`src/hw/rtl/sbs_pkg.sv`:
```
// Package for the s-expression boundary scanner: form kinds, verdict codes,
// character codes and small byte classifiers.
// No dependencies; imported by every module of the scanner.
package sbs_pkg;

    // Width of the configured length limit.
    localparam int CFG_LEN_BITS = 24;

    // Length limit after reset.
    localparam logic [CFG_LEN_BITS-1:0] DEFAULT_MAX_LEN = CFG_LEN_BITS'(64 * 1024);

    // Kind of form that is currently open.
    typedef enum logic [1:0] {
        KIND_NONE   = 2'd0,
        KIND_ATOM   = 2'd1,
        KIND_LIST   = 2'd2,
        KIND_STRING = 2'd3
    } form_kind_t;

    // Verdict given on the final byte of a scan.
    typedef enum logic [2:0] {
        VERDICT_PENDING    = 3'd0,
        VERDICT_OK         = 3'd1,
        VERDICT_INCOMPLETE = 3'd2,
        VERDICT_EMPTY      = 3'd3,
        VERDICT_TOO_LONG   = 3'd4
    } verdict_t;

    localparam int VERDICT_BITS = 3;

    // Character codes the scanner reacts to.
    localparam logic [7:0] CHAR_SEMI    = 8'h3B;
    localparam logic [7:0] CHAR_LPAREN  = 8'h28;
    localparam logic [7:0] CHAR_RPAREN  = 8'h29;
    localparam logic [7:0] CHAR_QUOTE   = 8'h27;
    localparam logic [7:0] CHAR_DQUOTE  = 8'h22;
    localparam logic [7:0] CHAR_BSLASH  = 8'h5C;
    localparam logic [7:0] CHAR_SPACE   = 8'h20;
    localparam logic [7:0] CHAR_NEWLINE = 8'h0A;
    localparam logic [7:0] CHAR_TAB     = 8'h09;
    localparam logic [7:0] CHAR_CR      = 8'h0D;

    // White space between expressions.
    function automatic logic is_blank(input logic [7:0] c);
        return (c == CHAR_SPACE) || (c == CHAR_NEWLINE) ||
               (c == CHAR_TAB) || (c == CHAR_CR);
    endfunction

    // Bytes that end a bare atom.
    function automatic logic is_atom_end(input logic [7:0] c);
        return is_blank(c) || (c == CHAR_LPAREN) || (c == CHAR_RPAREN) ||
               (c == CHAR_SEMI);
    endfunction

endpackage

```
`src/hw/rtl/sbs_scan_core.sv`:
```
// Scan state registers and the per-byte next-state and verdict logic.
// Depends on sbs_pkg; instantiated by sexp_boundary_scanner_core.
module sbs_scan_core
    import sbs_pkg::*;
#(
    parameter int POSITION_BITS = 24,
    parameter int DEPTH_BITS    = 16,
    parameter int RESULT_BITS   = 3 * POSITION_BITS + DEPTH_BITS + 5 + VERDICT_BITS
) (
    input  logic                     aclk,
    input  logic                     aresetn,
    input  logic                     step_en,
    input  logic [7:0]               text_byte,
    input  logic                     is_last,
    input  logic [CFG_LEN_BITS-1:0]  max_len,
    output logic [RESULT_BITS-1:0]   result
);

    localparam logic [POSITION_BITS-1:0] POS_MAX   = '1;
    localparam logic [DEPTH_BITS-1:0]    DEPTH_MAX = '1;
    localparam int CMP_BITS = (POSITION_BITS > CFG_LEN_BITS) ? POSITION_BITS : CFG_LEN_BITS;

    logic [POSITION_BITS-1:0] count_reg, count_next;
    logic [POSITION_BITS-1:0] form_start_reg, form_start_next;
    logic [POSITION_BITS-1:0] done_start_reg, done_start_next;
    logic [POSITION_BITS-1:0] done_end_reg, done_end_next;
    logic [DEPTH_BITS-1:0]    depth_reg, depth_next;
    form_kind_t               kind_reg, kind_next;
    logic                     comment_reg, comment_next;
    logic                     escape_reg, escape_next;
    logic                     quote_reg, quote_next;

    // Scan one byte, close an atom on the final byte and judge the scan.
    always_comb begin
        logic [POSITION_BITS-1:0] cnt, cnt_inc, fs, ds, de, span_val;
        logic [DEPTH_BITS-1:0]    dp;
        form_kind_t               kd;
        logic                     cm, es, qt, rescan, open_form;
        verdict_t                 vd;

        cnt     = count_reg;
        fs      = form_start_reg;
        ds      = done_start_reg;
        de      = done_end_reg;
        dp      = depth_reg;
        kd      = kind_reg;
        cm      = comment_reg;
        es      = escape_reg;
        qt      = quote_reg;
        rescan  = 1'b0;
        cnt_inc = (count_reg == POS_MAX) ? POS_MAX : count_reg + 1'b1;

        // Dispatch on the open form.
        if (cm) begin
            if (text_byte == CHAR_NEWLINE) begin
                cm = 1'b0;
            end
        end else if (kd == KIND_LIST) begin
            // Inside a list the quote flag marks an embedded string.
            if (es) begin
                es = 1'b0;
            end else if (qt) begin
                if (text_byte == CHAR_BSLASH) begin
                    es = 1'b1;
                end else if (text_byte == CHAR_DQUOTE) begin
                    qt = 1'b0;
                end
            end else if (text_byte == CHAR_SEMI) begin
                cm = 1'b1;
            end else if (text_byte == CHAR_DQUOTE) begin
                qt = 1'b1;
            end else if (text_byte == CHAR_LPAREN) begin
                if (dp != DEPTH_MAX) begin
                    dp = dp + 1'b1;
                end
            end else if (text_byte == CHAR_RPAREN) begin
                if (dp != '0) begin
                    dp = dp - 1'b1;
                end
                if (dp == '0) begin
                    ds = fs;
                    de = cnt_inc;
                    fs = '0;
                    kd = KIND_NONE;
                    qt = 1'b0;
                end
            end
        end else if (kd == KIND_STRING) begin
            if (es) begin
                es = 1'b0;
            end else if (text_byte == CHAR_BSLASH) begin
                es = 1'b1;
            end else if (text_byte == CHAR_DQUOTE) begin
                ds = fs;
                de = cnt_inc;
                fs = '0;
                kd = KIND_NONE;
                qt = 1'b0;
                dp = '0;
            end
        end else if (kd == KIND_ATOM) begin
            // A delimiter ends the atom and is then scanned at top level.
            if (is_atom_end(text_byte)) begin
                ds     = fs;
                de     = count_reg;
                fs     = '0;
                kd     = KIND_NONE;
                qt     = 1'b0;
                dp     = '0;
                rescan = 1'b1;
            end
        end else begin
            rescan = 1'b1;
        end

        // Top-level handling of a byte outside any form.
        if (rescan && !is_blank(text_byte)) begin
            if (text_byte == CHAR_SEMI) begin
                cm = 1'b1;
            end else if (text_byte == CHAR_QUOTE) begin
                if (!qt) begin
                    fs = count_reg;
                end
                qt = 1'b1;
            end else begin
                if (!qt) begin
                    fs = count_reg;
                end
                if (text_byte == CHAR_LPAREN) begin
                    kd = KIND_LIST;
                    dp = DEPTH_BITS'(1);
                    qt = 1'b0;
                end else if (text_byte == CHAR_DQUOTE) begin
                    kd = KIND_STRING;
                    es = 1'b0;
                    qt = 1'b0;
                end else if (text_byte == CHAR_RPAREN) begin
                    // A stray close paren is an expression of its own, with any pending quote.
                    ds = fs;
                    de = cnt_inc;
                    fs = '0;
                    kd = KIND_NONE;
                    qt = 1'b0;
                    dp = '0;
                end else begin
                    kd = KIND_ATOM;
                    qt = 1'b0;
                end
            end
        end

        cnt = cnt_inc;

        // The final byte closes an open atom.
        if (is_last && (kd == KIND_ATOM)) begin
            ds = fs;
            de = cnt;
            fs = '0;
            kd = KIND_NONE;
            qt = 1'b0;
            dp = '0;
        end

        // Verdict: open forms first, then the last completed expression.
        open_form = (kd != KIND_NONE) || qt;
        if (open_form) begin
            span_val = (cnt >= fs) ? cnt - fs : '0;
        end else begin
            span_val = (de >= ds) ? de - ds : '0;
        end
        if (!is_last) begin
            vd = VERDICT_PENDING;
        end else if (open_form) begin
            vd = (CMP_BITS'(span_val) > CMP_BITS'(max_len)) ? VERDICT_TOO_LONG
                                                             : VERDICT_INCOMPLETE;
        end else if (de == '0) begin
            vd = VERDICT_EMPTY;
        end else if (CMP_BITS'(span_val) > CMP_BITS'(max_len)) begin
            vd = VERDICT_TOO_LONG;
        end else begin
            vd = VERDICT_OK;
        end

        result = {vd, de, ds, dp, es, cm, (qt && (kd != KIND_LIST)), kd, cnt};

        // The final byte clears the scan after its result is formed.
        if (is_last) begin
            count_next      = '0;
            form_start_next = '0;
            done_start_next = '0;
            done_end_next   = '0;
            depth_next      = '0;
            kind_next       = KIND_NONE;
            comment_next    = 1'b0;
            escape_next     = 1'b0;
            quote_next      = 1'b0;
        end else begin
            count_next      = cnt;
            form_start_next = fs;
            done_start_next = ds;
            done_end_next   = de;
            depth_next      = dp;
            kind_next       = kd;
            comment_next    = cm;
            escape_next     = es;
            quote_next      = qt;
        end
    end

    // Scan state, advanced once per processed beat.
    always_ff @(posedge aclk) begin
        if (!aresetn) begin
            count_reg      <= '0;
            form_start_reg <= '0;
            done_start_reg <= '0;
            done_end_reg   <= '0;
            depth_reg      <= '0;
            kind_reg       <= KIND_NONE;
            comment_reg    <= 1'b0;
            escape_reg     <= 1'b0;
            quote_reg      <= 1'b0;
        end else if (step_en) begin
            count_reg      <= count_next;
            form_start_reg <= form_start_next;
            done_start_reg <= done_start_next;
            done_end_reg   <= done_end_next;
            depth_reg      <= depth_next;
            kind_reg       <= kind_next;
            comment_reg    <= comment_next;
            escape_reg     <= escape_next;
            quote_reg      <= quote_next;
        end
    end

endmodule

```
`src/hw/rtl/sexp_boundary_scanner_core.sv`:
```
// Channel    | Direction | Beat content
// s_axis     | in        | tdata: text_byte; tlast: is_last
// m_axis     | out       | tdata: scan result fields, see port comment
// cfg        | in        | cfg_wr_data: max_expression_length
//
// One input beat is taken per cycle while the result stream is not stalled;
// the scan core forms the next scan state combinationally from the held beat,
// so the sustained rate is one byte per clock. A beat passes through the input
// register, then the result register, on its way to the result stream.
// aresetn is synchronous and active low; it clears the scan state, the valid
// flags of both beat registers and sets the length limit to 65536.
// A stalled result holds the output register; the input register still
// takes one more beat before s_tready drops.
//
// Top level of the s-expression boundary scanner.
// Depends on sbs_pkg and sbs_scan_core.
module sexp_boundary_scanner_core
    import sbs_pkg::*;
#(
    parameter int POSITION_BITS = 24,
    parameter int DEPTH_BITS    = 16
) (
    input  logic                    aclk,
    input  logic                    aresetn,
    // Configuration: max_expression_length
    input  logic                    cfg_wr_en,
    input  logic [CFG_LEN_BITS-1:0] cfg_wr_data,
    // Input stream
    input  logic                    s_tvalid,
    output logic                    s_tready,
    input  logic [7:0]              s_tdata,  // [7:0] text_byte
    input  logic                    s_tlast,  // is_last
    // Result stream
    output logic                    m_tvalid,
    input  logic                    m_tready,
    // From bit 0 up: position, open_kind, quote_pending, in_comment,
    // in_escape, nesting_depth, last_begin, last_finish, verdict, zero fill.
    output logic [((3 * POSITION_BITS + DEPTH_BITS + 5 + VERDICT_BITS + 7) / 8) * 8 - 1:0]
                                    m_tdata
);

    localparam int RESULT_BITS = 3 * POSITION_BITS + DEPTH_BITS + 5 + VERDICT_BITS;
    localparam int TDATA_BITS  = ((RESULT_BITS + 7) / 8) * 8;

    logic                    in_valid_reg;
    logic [7:0]              in_byte_reg;
    logic                    in_last_reg;
    logic                    out_valid_reg;
    logic [TDATA_BITS-1:0]   out_data_reg;
    logic [CFG_LEN_BITS-1:0] max_len_reg;
    logic                    advance;
    logic [RESULT_BITS-1:0]  result;

    // A held beat moves on when the result register is free or being emptied.
    assign advance  = in_valid_reg && (!out_valid_reg || m_tready);
    assign s_tready = !in_valid_reg || advance;
    assign m_tvalid = out_valid_reg;
    assign m_tdata  = out_data_reg;

    // Length limit register.
    always_ff @(posedge aclk) begin
        if (!aresetn) begin
            max_len_reg <= DEFAULT_MAX_LEN;
        end else if (cfg_wr_en) begin
            max_len_reg <= cfg_wr_data;
        end
    end

    // Input beat register.
    always_ff @(posedge aclk) begin
        if (!aresetn) begin
            in_valid_reg <= 1'b0;
        end else if (s_tready) begin
            in_valid_reg <= s_tvalid;
        end
    end

    always_ff @(posedge aclk) begin
        if (s_tready && s_tvalid) begin
            in_byte_reg <= s_tdata;
            in_last_reg <= s_tlast;
        end
    end

    sbs_scan_core #(
        .POSITION_BITS (POSITION_BITS),
        .DEPTH_BITS    (DEPTH_BITS),
        .RESULT_BITS   (RESULT_BITS)
    ) u_scan (
        .aclk      (aclk),
        .aresetn   (aresetn),
        .step_en   (advance),
        .text_byte (in_byte_reg),
        .is_last   (in_last_reg),
        .max_len   (max_len_reg),
        .result    (result)
    );

    // Result beat register.
    always_ff @(posedge aclk) begin
        if (!aresetn) begin
            out_valid_reg <= 1'b0;
        end else if (advance) begin
            out_valid_reg <= 1'b1;
        end else if (m_tready) begin
            out_valid_reg <= 1'b0;
        end
    end

    always_ff @(posedge aclk) begin
        if (advance) begin
            out_data_reg <= TDATA_BITS'(result);
        end
    end

endmodule

```
`config.mk`:
```
export PLATFORM = sky130hd
export DESIGN_NAME = sexp_boundary_scanner_core
export DESIGN_NICKNAME = d
export VERILOG_FILES = /design/src/hw/rtl/sbs_pkg.sv /design/src/hw/rtl/sbs_scan_core.sv /design/src/hw/rtl/sexp_boundary_scanner_core.sv
export SDC_FILE = /design/constraint.sdc
export NUM_CORES = 1
export LEC_CHECK = 0
export BUFFER_PORTS_ARGS = -buffer_cell sky130_fd_sc_hd__buf_2
export CORE_MARGIN = 5
export CORE_UTILIZATION = 25
export CTS_CLUSTER_SIZE = 10
export DETAILED_ROUTE_END_ITERATION = 16
export GPL_TIMING_DRIVEN = 1
export PLACE_DENSITY_LB_ADDON = 0.08
export SLEW_MARGIN = 20
export SYNTH_ARGS = -nofsm -noshare
export SYNTH_HDL_FRONTEND = slang
export SYNTH_SLANG_ARGS = --single-unit
```
`constraint.sdc`:
```
create_clock -name aclk -period 17.1 [get_ports aclk]
set_input_delay 1.71 -clock aclk [delete_from_list [all_inputs] [get_ports aclk]]
set_output_delay 1.71 -clock aclk [all_outputs]
set_load 0.005 [all_outputs]
```
# Word level (Yosys, flattened, before mapping)
# Cells that the tools add are included.
# totals
regBits	248
output_inout_bits	98
word_cells	245
# op_classes
addsub	5
n_lt_le_gt_ge	3
eq_ne	17
mux	182
n_reduce_logical	22
# ops
operator	n
2-to-1 mux 24 bit	75
2-to-1 mux 16 bit	32
2-to-1 mux 1 bit	49
equality test 8 x 6 -> 1 bit (second input constant)	6
>= comparator 24 bit	2
subtractor 24 bit	2
2-to-1 mux 2 bit	22
adder 24 x 1 -> 24 bit (second input constant)	1
equality test 24 bit (second input constant)	1
equality test 8 x 4 -> 1 bit (second input constant)	3
greater-than comparator 24 bit	1
logical NOT 24 bit	1
adder 16 x 1 -> 16 bit (second input constant)	1
logical NOT 16 bit	1
inequality test 16 bit (second input constant)	1
nonzero test 16 bit	1
subtractor 16 x 1 -> 16 bit (second input constant)	1
2-to-1 mux 3 bit	4
logical OR 1 bit	9
equality test 8 x 7 -> 1 bit (second input constant)	1
logical AND 1 bit	5
equality test 2 x 1 -> 1 bit (second input constant)	2
equality test 2 bit (second input constant)	2
nonzero test 2 bit	2
2 further kinds	4

# Depth between registers and ports, before layout
# logic_depth
depth_word	35
depth_mapped	46

# Modules after synthesis
# From an unflattened synthesis, not the netlist that was laid out.
# hier_totals
cells_unflattened	1792
area_unflattened_um2	15818.9
# modules_own_cells
module	n_inst	cells_per_inst	area_each_um2	seq_area_each_um2
sbs_scan_core	1	1601	11654.9	2342.2
sexp_boundary_scanner_core	1	191	4164.0	3673.5

# Worst setup path before layout
# OpenSTA, ideal clock, no wires.
# synth_path
kind	register -> register
from	reg u_scan.depth_reg[0]
to	reg out_data_reg[94] (netlist: m_tdata[94]) (data pin)
setup_time_ns	0.158
arrival_ns	8.138
required_time_ns	16.942
setup_slack_ns	8.804
stages_incl_launch_ff	47
period_less_slack_ns	8.296
cell_sequence	dfxtp_1 -> clkbuf_1 -> inv_1 -> ha_1 -> nor4b_2 -> and4_1 -> clkbuf_1 -> or3_4 -> and4_1 -> and3_1 -> buf_6 -> o21ai_2 -> clkbuf_1 -> a22oi_1 -> nor2_1 -> ha_1 -> inv_1 -> fa_1 -> [11 not listed] -> a21oi_1 -> clkbuf_1 -> a22o_1 -> ha_1 -> nor2b_1 -> o21a_1 -> o21a_1 -> o21ai_0 -> nand2b_1 -> a21oi_1 -> nor2b_1 -> o21ai_0 -> nand2b_1 -> a21o_1 -> a21oi_1 -> a31o_2 -> nor2_1 -> a211oi_2
# synth_between
elab_chain_len	34
# synth_lines
item	line_no	rtl
from (decl)	sbs_scan_core.sv:27	logic [DEPTH_BITS-1:0] depth_reg, depth_next;
from (signal assigned)	sbs_scan_core.sv:227	depth_reg <= depth_next;
subtractor 16 x 1 -> 16 bit / nonzero test 16 bit (equally long branches)	sbs_scan_core.sv:78, sbs_scan_core.sv:77	
2-to-1 mux 16 bit *	sbs_scan_core.sv:77	if (dp != '0) begin
2-to-1 mux 16 bit *	sbs_scan_core.sv:76	end else if (text_byte == CHAR_RPAREN) begin
2-to-1 mux 16 bit *	sbs_scan_core.sv:72	end else if (text_byte == CHAR_LPAREN) begin
2-to-1 mux 16 bit *	sbs_scan_core.sv:70	end else if (text_byte == CHAR_DQUOTE) begin
2-to-1 mux 16 bit *	sbs_scan_core.sv:68	end else if (text_byte == CHAR_SEMI) begin
2-to-1 mux 16 bit *	sbs_scan_core.sv:62	end else if (qt) begin
2-to-1 mux 16 bit *	sbs_scan_core.sv:60	if (es) begin
[18 not listed]	--	
2-to-1 mux 24 bit	sbs_scan_core.sv:117	if (rescan && !is_blank(text_byte)) begin
2-to-1 mux 24 bit	sbs_scan_core.sv:155	if (is_last && (kd == KIND_ATOM)) begin
subtractor 24 bit, or another cell as far along	sbs_scan_core.sv:169	span_val = (de >= ds) ? de - ds : '0;
2-to-1 mux 24 bit, on equally long branches	sbs_scan_core.sv:169, sbs_scan_core.sv:167	
2-to-1 mux 24 bit	sbs_scan_core.sv:166	if (open_form) begin
greater-than comparator 24 bit	sbs_scan_core.sv:174	vd = (CMP_BITS'(span_val) > CMP_BITS'(max_len)) ? VERDICT_TOO_LONG
2-to-1 mux 3 bit	sbs_scan_core.sv:174	
2-to-1 mux 3 bit *	sbs_scan_core.sv:173	end else if (open_form) begin
to (signal assigned)	sexp_boundary_scanner_core.sv:112	out_data_reg <= TDATA_BITS'(result);
to (decl)	sexp_boundary_scanner_core.sv:49	logic [TDATA_BITS-1:0] out_data_reg;
# Mark *: on every way between the ends. The rest lies on a longest branch, timed or not. The select of a mux whose other input is x is not followed.
# A chain may end at the register's enable or synchronous reset.

# Worst setup path after layout
# layout_path
from	reg in_byte_reg[7]
to	reg out_data_reg[94] (netlist: m_tdata[94]) (data pin)
# layout_between
elab_chain_len	26
# layout_lines
item	line_no	rtl
from (decl)	sexp_boundary_scanner_core.sv:46	logic [7:0] in_byte_reg;
from (signal assigned)	sexp_boundary_scanner_core.sv:80	in_byte_reg <= s_tdata;
equality test 8 x 6 -> 1 bit / equality test 8 x 4 -> 1 bit (equally long branches)	sbs_pkg.sv:45	return (c == CHAR_SPACE) || (c == CHAR_NEWLINE) ||
logical OR 1 bit (2 in series)	sbs_pkg.sv:45	
logical OR 1 bit	sbs_pkg.sv:46	(c == CHAR_TAB) || (c == CHAR_CR);
logical OR 1 bit (3 in series)	sbs_pkg.sv:51	return is_blank(c) || (c == CHAR_LPAREN) || (c == CHAR_RPAREN) ||
2-to-1 mux 24 bit / 2-to-1 mux 1 bit (equally long branches)	sbs_scan_core.sv:103	if (is_atom_end(text_byte)) begin
2-to-1 mux 24 bit / 2-to-1 mux 1 bit (equally long branches)	sbs_scan_core.sv:101	end else if (kd == KIND_ATOM) begin
2-to-1 mux 24 bit / 2-to-1 mux 1 bit (equally long branches)	sbs_scan_core.sv:88	end else if (kd == KIND_STRING) begin
2-to-1 mux 24 bit / 2-to-1 mux 1 bit (equally long branches)	sbs_scan_core.sv:58	end else if (kd == KIND_LIST) begin
[8 not listed]	--	
2-to-1 mux 24 bit *	sbs_scan_core.sv:155	
via result[45]	sexp_boundary_scanner_core.sv:52	logic [RESULT_BITS-1:0] result;
subtractor 24 bit / >= comparator 24 bit (equally long branches)	sbs_scan_core.sv:169	
2-to-1 mux 24 bit *	sbs_scan_core.sv:169	
2-to-1 mux 24 bit *	sbs_scan_core.sv:166	
greater-than comparator 24 bit *	sbs_scan_core.sv:174	
2-to-1 mux 3 bit *	sbs_scan_core.sv:174	
2-to-1 mux 3 bit *	sbs_scan_core.sv:173	
# The timed path passes the listed nets; every way through them passes the cells marked *.

==> impl_metrics.prom <==
# TYPE chip_impl_metric gauge
chip_impl_info{name="result_of_the_run",value="completed"} 1
chip_impl_metric{name="multiInputGateArea",unit="mm²"} 0.009356
chip_impl_metric{name="netlist-cell-type-count",unit=""} 89
chip_impl_metric{name="post-route-drc-count",unit=""} 0
chip_impl_metric{name="cts-hold-fix-buffers",unit=""} 0
chip_impl_metric{name="io_pins",unit=""} 136
chip_impl_metric{name="antenna_violations_before_repair",unit=""} 1
chip_impl_metric{name="cell_pwr_density",unit="mW/mm²"} 86.33
chip_impl_metric{name="report.final.slew_viol_count",unit=""} 0
chip_impl_metric{name="yosysSeqAreaShare",unit=""} 0.3715
chip_impl_metric{name="share_clk_of_total_power",unit=""} 0.444
chip_impl_metric{name="post_synth_inst_count",unit=""} 1874
chip_impl_metric{name="comb_power_share",unit=""} 0.158
chip_impl_info{name="ys_dominant_reg_cell",value="sky130_fd_sc_hd__dfxtp_1"} 1
chip_impl_metric{name="ir_worst_vdd",unit="V"} 0.00006312
chip_impl_info{name="critical_path.reg2reg.endpoint",value="m_tdata[94]$_SDFFCE_PN0P_"} 1
chip_impl_info{name="tritoncts",value="yes"} 1
chip_impl_info{name="worstReg2RegStart",value="in_byte_reg[7]$_DFFE_PP_"} 1
chip_impl_metric{name="postSynthNetCount",unit=""} 1987
chip_impl_metric{name="ys_warn_count",unit=""} 0
chip_impl_metric{name="area_delta_synth_final",unit="%"} 16.29
chip_impl_info{name="worst_hold_path.endpoint",value="max_len_reg[16]$_SDFFE_PN1P_"} 1
chip_impl_metric{name="power.share.sequential",unit=""} 0.398
chip_impl_metric{name="place.detailed.instances",unit=""} 2767
chip_impl_metric{name="n_fill_cell",unit=""} 6895
chip_impl_metric{name="timing.critical_path.required",unit="ps"} 17500
chip_impl_metric{name="floorplan.initialDensity",unit=""} 0.2516
chip_impl_metric{name="register_area",unit="mm²"} 0.006016
chip_impl_metric{name="grt_remaining_overflow",unit=""} 0
chip_impl_metric{name="finClkSkew",unit="ps"} 30.11
chip_impl_metric{name="globalplace.congestion",unit=""} 0.8564
chip_impl_metric{name="timing.reg2reg.worst_path_depth",unit=""} 38
chip_impl_metric{name="route.detailed.vias_per_inst",unit=""} 5.191
chip_impl_metric{name="totalWireLength",unit="mm"} 66.05
chip_impl_metric{name="timing.fmax",unit="MHz"} 99.03
chip_impl_metric{name="hold_viol",unit=""} 0
chip_impl_metric{name="hold_depth",unit=""} 2
chip_impl_metric{name="timing.final.setup_violations",unit=""} 0
chip_impl_metric{name="cpPeakStageDelay",unit="ps"} 730
chip_impl_metric{name="port_buffer_count",unit=""} 135
chip_impl_info{name="worstSetupEndpointType",value="flop"} 1
chip_impl_metric{name="number_of_flip_flops_in_the_largest_register",unit=""} 96
chip_impl_info{name="netlist_top_cells_count",value="163 x sky130_fd_sc_hd__nand2_1, 147 x sky130_fd_sc_hd__nor2b_1, 143 x sky130_fd_sc_hd__dfxtp_1"} 1
chip_impl_metric{name="power_report.internal_total",unit="mW"} 1.163
chip_impl_metric{name="gr-usage-all-layers",unit=""} 0.1823
chip_impl_info{name="start_kind",value="flop"} 1
chip_impl_metric{name="floorplan.rows",unit=""} 93
chip_impl_info{name="min-delay-path-class",value="flop to flop"} 1
chip_impl_metric{name="clockBufferDepth",unit=""} 3
chip_impl_metric{name="power_switching",unit="mW"} 0.4624
chip_impl_info{name="rsz0062_at_grt",value="no"} 1
chip_impl_metric{name="drv_cap",unit=""} 0
chip_impl_metric{name="vias",unit=""} 14700
chip_impl_metric{name="die-height",unit="µm"} 264.5
chip_impl_metric{name="layoutNonFillerInstCount",unit=""} 2831
chip_impl_metric{name="power_leakage",unit="nW"} 7.220
chip_impl_metric{name="synth_seq_cells",unit=""} 248
chip_impl_metric{name="ant_nets",unit=""} 0
chip_impl_metric{name="initialDrtViolationCount",unit=""} 1020
chip_impl_metric{name="width_of_the_die",unit="µm"} 264.5
chip_impl_metric{name="slew-limit-headroom",unit=""} 0.2202
chip_impl_metric{name="cts.sink_count",unit=""} 248
chip_impl_metric{name="final.period_utilization",unit=""} 0.5906
chip_impl_metric{name="routed_wire_length_per_instance",unit="µm"} 23.33
chip_impl_info{name="worstHoldStart",value="max_len_reg[16]$_SDFFE_PN1P_"} 1
chip_impl_info{name="yosys-top-cells-area",value="sky130_fd_sc_hd__edfxtp_1 19%, sky130_fd_sc_hd__dfxtp_1 18%, sky130_fd_sc_hd__a22oi_1 6.2%"} 1
chip_impl_metric{name="worstSkewPairLatency",unit="ps"} 560
chip_impl_metric{name="finalWorstPathRequiredPeriod",unit="ps"} 10100
chip_impl_metric{name="dp_hpwl",unit="mm"} 47.57
chip_impl_metric{name="post_cts_resized",unit=""} 0
chip_impl_metric{name="synth_async_sr_flop_share",unit=""} 0
chip_impl_info{name="post-synth-top-count-cell",value="sky130_fd_sc_hd__nand2_1"} 1
chip_impl_metric{name="grt_first_pass_wirelength",unit="mm"} 98.59
chip_impl_info{name="critPathSlowestCell",value="sky130_fd_sc_hd__nand4_1"} 1
chip_impl_metric{name="cts_made_buffers",unit=""} 35
chip_impl_metric{name="vias_in_the_first_global_route",unit=""} 14740
chip_impl_metric{name="drive_above_1_share",unit=""} 0.1301
chip_impl_info{name="cts-root-buf",value="sky130_fd_sc_hd__clkbuf_16"} 1
chip_impl_metric{name="fp.coreArea",unit="mm²"} 0.06435
chip_impl_metric{name="worst-path-buf-inv",unit=""} 4
chip_impl_metric{name="ctsHtreeMaxLevel",unit=""} 2
chip_impl_metric{name="synth.top_cell.area_share",unit=""} 0.1947
chip_impl_metric{name="worst_slew_pin_slew",unit="ps"} 1167
chip_impl_metric{name="antenna_cells_inserted",unit=""} 0
chip_impl_metric{name="synth_area_per_cell",unit="µm²"} 8.641
chip_impl_info{name="setup.worst_path.class",value="flop to flop"} 1
chip_impl_metric{name="layout_net_count",unit=""} 2062
chip_impl_metric{name="worst_setup_hold_path_clk_slew",unit="ps"} 60
chip_impl_metric{name="detail_route.first_pass.iterations",unit=""} 5
chip_impl_metric{name="die-area",unit="mm²"} 0.06996
chip_impl_metric{name="synth_enable_flop_cells",unit=""} 105
chip_impl_info{name="cp_top_family",value="compound AO/OA/AOI/OAI gates"} 1
chip_impl_metric{name="post_cts_setup_buffers",unit=""} 0
chip_impl_metric{name="totalNegativeSetupSlack",unit="ps"} 0
chip_impl_info{name="cell_taking_the_most_area_after_synthesis",value="sky130_fd_sc_hd__edfxtp_1"} 1
chip_impl_metric{name="netSwitchingFraction",unit=""} 0.2844
chip_impl_metric{name="timing.critical_path.fanout_max",unit=""} 24
chip_impl_metric{name="pin_count_of_the_biggest_net_entering_global_routing",unit=""} 101
chip_impl_metric{name="regToRegSetupSlack",unit="ps"} 7000
chip_impl_metric{name="syn_area",unit="mm²"} 0.01619
chip_impl_metric{name="critical_path_arrival",unit="ps"} 10500
[metal layers]
metal,part of all wire,global-route usage,up-vias
met5,0,0,-
met4,0.026,0.05049,0
met3,0.048,0.02998,88
met2,0.47,0.3070,379
met1,0.45,0.2429,7154
li1,-,-,7074
[final cells by class]
| cell class | instances | share of cell area |
|---|---|---|
| clock buffer | 49 | 0.05375 |
| multi-input combinational | 1409 | 0.4969 |
| inverter | 83 | 0.01668 |
| timing repair buffer | 172 | 0.05076 |
| sequential | 248 | 0.3195 |
| tap | 855 | 0.05681 |
| clock inverter | 15 | 0.005648 |
[stage by stage]
stage	cell area, µm²	hold WS (ps)	worst slack (ps)	utilization	power, mW
global route	18830	520.8	6183	0.2926	1.706
floorplan	16190	461.4	8804	-	0.8239
finish	18830	492.4	7002	0.2926	1.626
CTS	18830	501.0	7088	0.2926	1.660
global placement	17710	487.7	7420	0.2753	0.9201
detailed placement	17710	492.4	7054	0.2753	0.9201
[cells by family (layout without fill, tap and decap cells)]
| family | Yosys count | after routing | synth area share |
|---|---|---|---|
| DFF | 248 | 248 | 0.3715 |
| xor gates and xnor gates | 62 | 62 | 0.03353 |
| buffers and inverters | 217 | 319 | 0.05285 |
| adders and majority gates | 79 | 79 | 0.06143 |
| AOI/OAI and AO/OA | 572 | 572 | 0.2492 |
| muxes | 29 | 29 | 0.01793 |
| and+or+nand+nor | 667 | 667 | 0.2136 |
[worst max-delay path by stage]
stage                                     start                         to  depth (start not counted)
2_1_floorplan  u_scan.depth_reg[0]$_SDFFE_PN0P_  m_tdata[94]$_SDFFCE_PN0P_                         46
3_3_place_gp   u_scan.depth_reg[0]$_SDFFE_PN0P_  m_tdata[94]$_SDFFCE_PN0P_                         40
3_5_place_dp           in_byte_reg[7]$_DFFE_PP_  m_tdata[94]$_SDFFCE_PN0P_                         38
4_1_cts                in_byte_reg[7]$_DFFE_PP_  m_tdata[94]$_SDFFCE_PN0P_                         38
5_1_grt        u_scan.depth_reg[0]$_SDFFE_PN0P_  m_tdata[94]$_SDFFCE_PN0P_                         40
6_report               in_byte_reg[7]$_DFFE_PP_  m_tdata[94]$_SDFFCE_PN0P_                         38
[tightest hold or removal path, cell delays in order (launching register included)]
cell and delay [ps]:
sky130_fd_sc_hd__dfxtp_1 290, sky130_fd_sc_hd__inv_1 70, sky130_fd_sc_hd__o211ai_1 80
[cells in the final DEF (no fill, tap or decap), drive strengths merged, types with 73 or more instances in the layout]
master | synthesis | final
buf | 14 | 172
a22oi | 133 | 133
o21ai | 77 | 77
nand2 | 163 | 163
nor2b | 147 | 147
dfxtp | 143 | 143
a21oi | 108 | 108
nor2 | 121 | 121
inv | 83 | 84
edfxtp | 105 | 105
ha | 73 | 73
[power groups by stage]
| stage | clock (mW) | combinational [mW] | sequential, mW |
|---|---|---|---|
| after floorplan | 0 | 0.166 | 0.658 |
| after global placement | 0 | 0.260 | 0.660 |
| after detailed placement | 0 | 0.260 | 0.660 |
| after CTS | 0.752 | 0.261 | 0.648 |
| after global routing | 0.774 | 0.283 | 0.649 |
| final | 0.722 | 0.257 | 0.647 |
No activity file was read; power rests on OpenSTA's default activity.
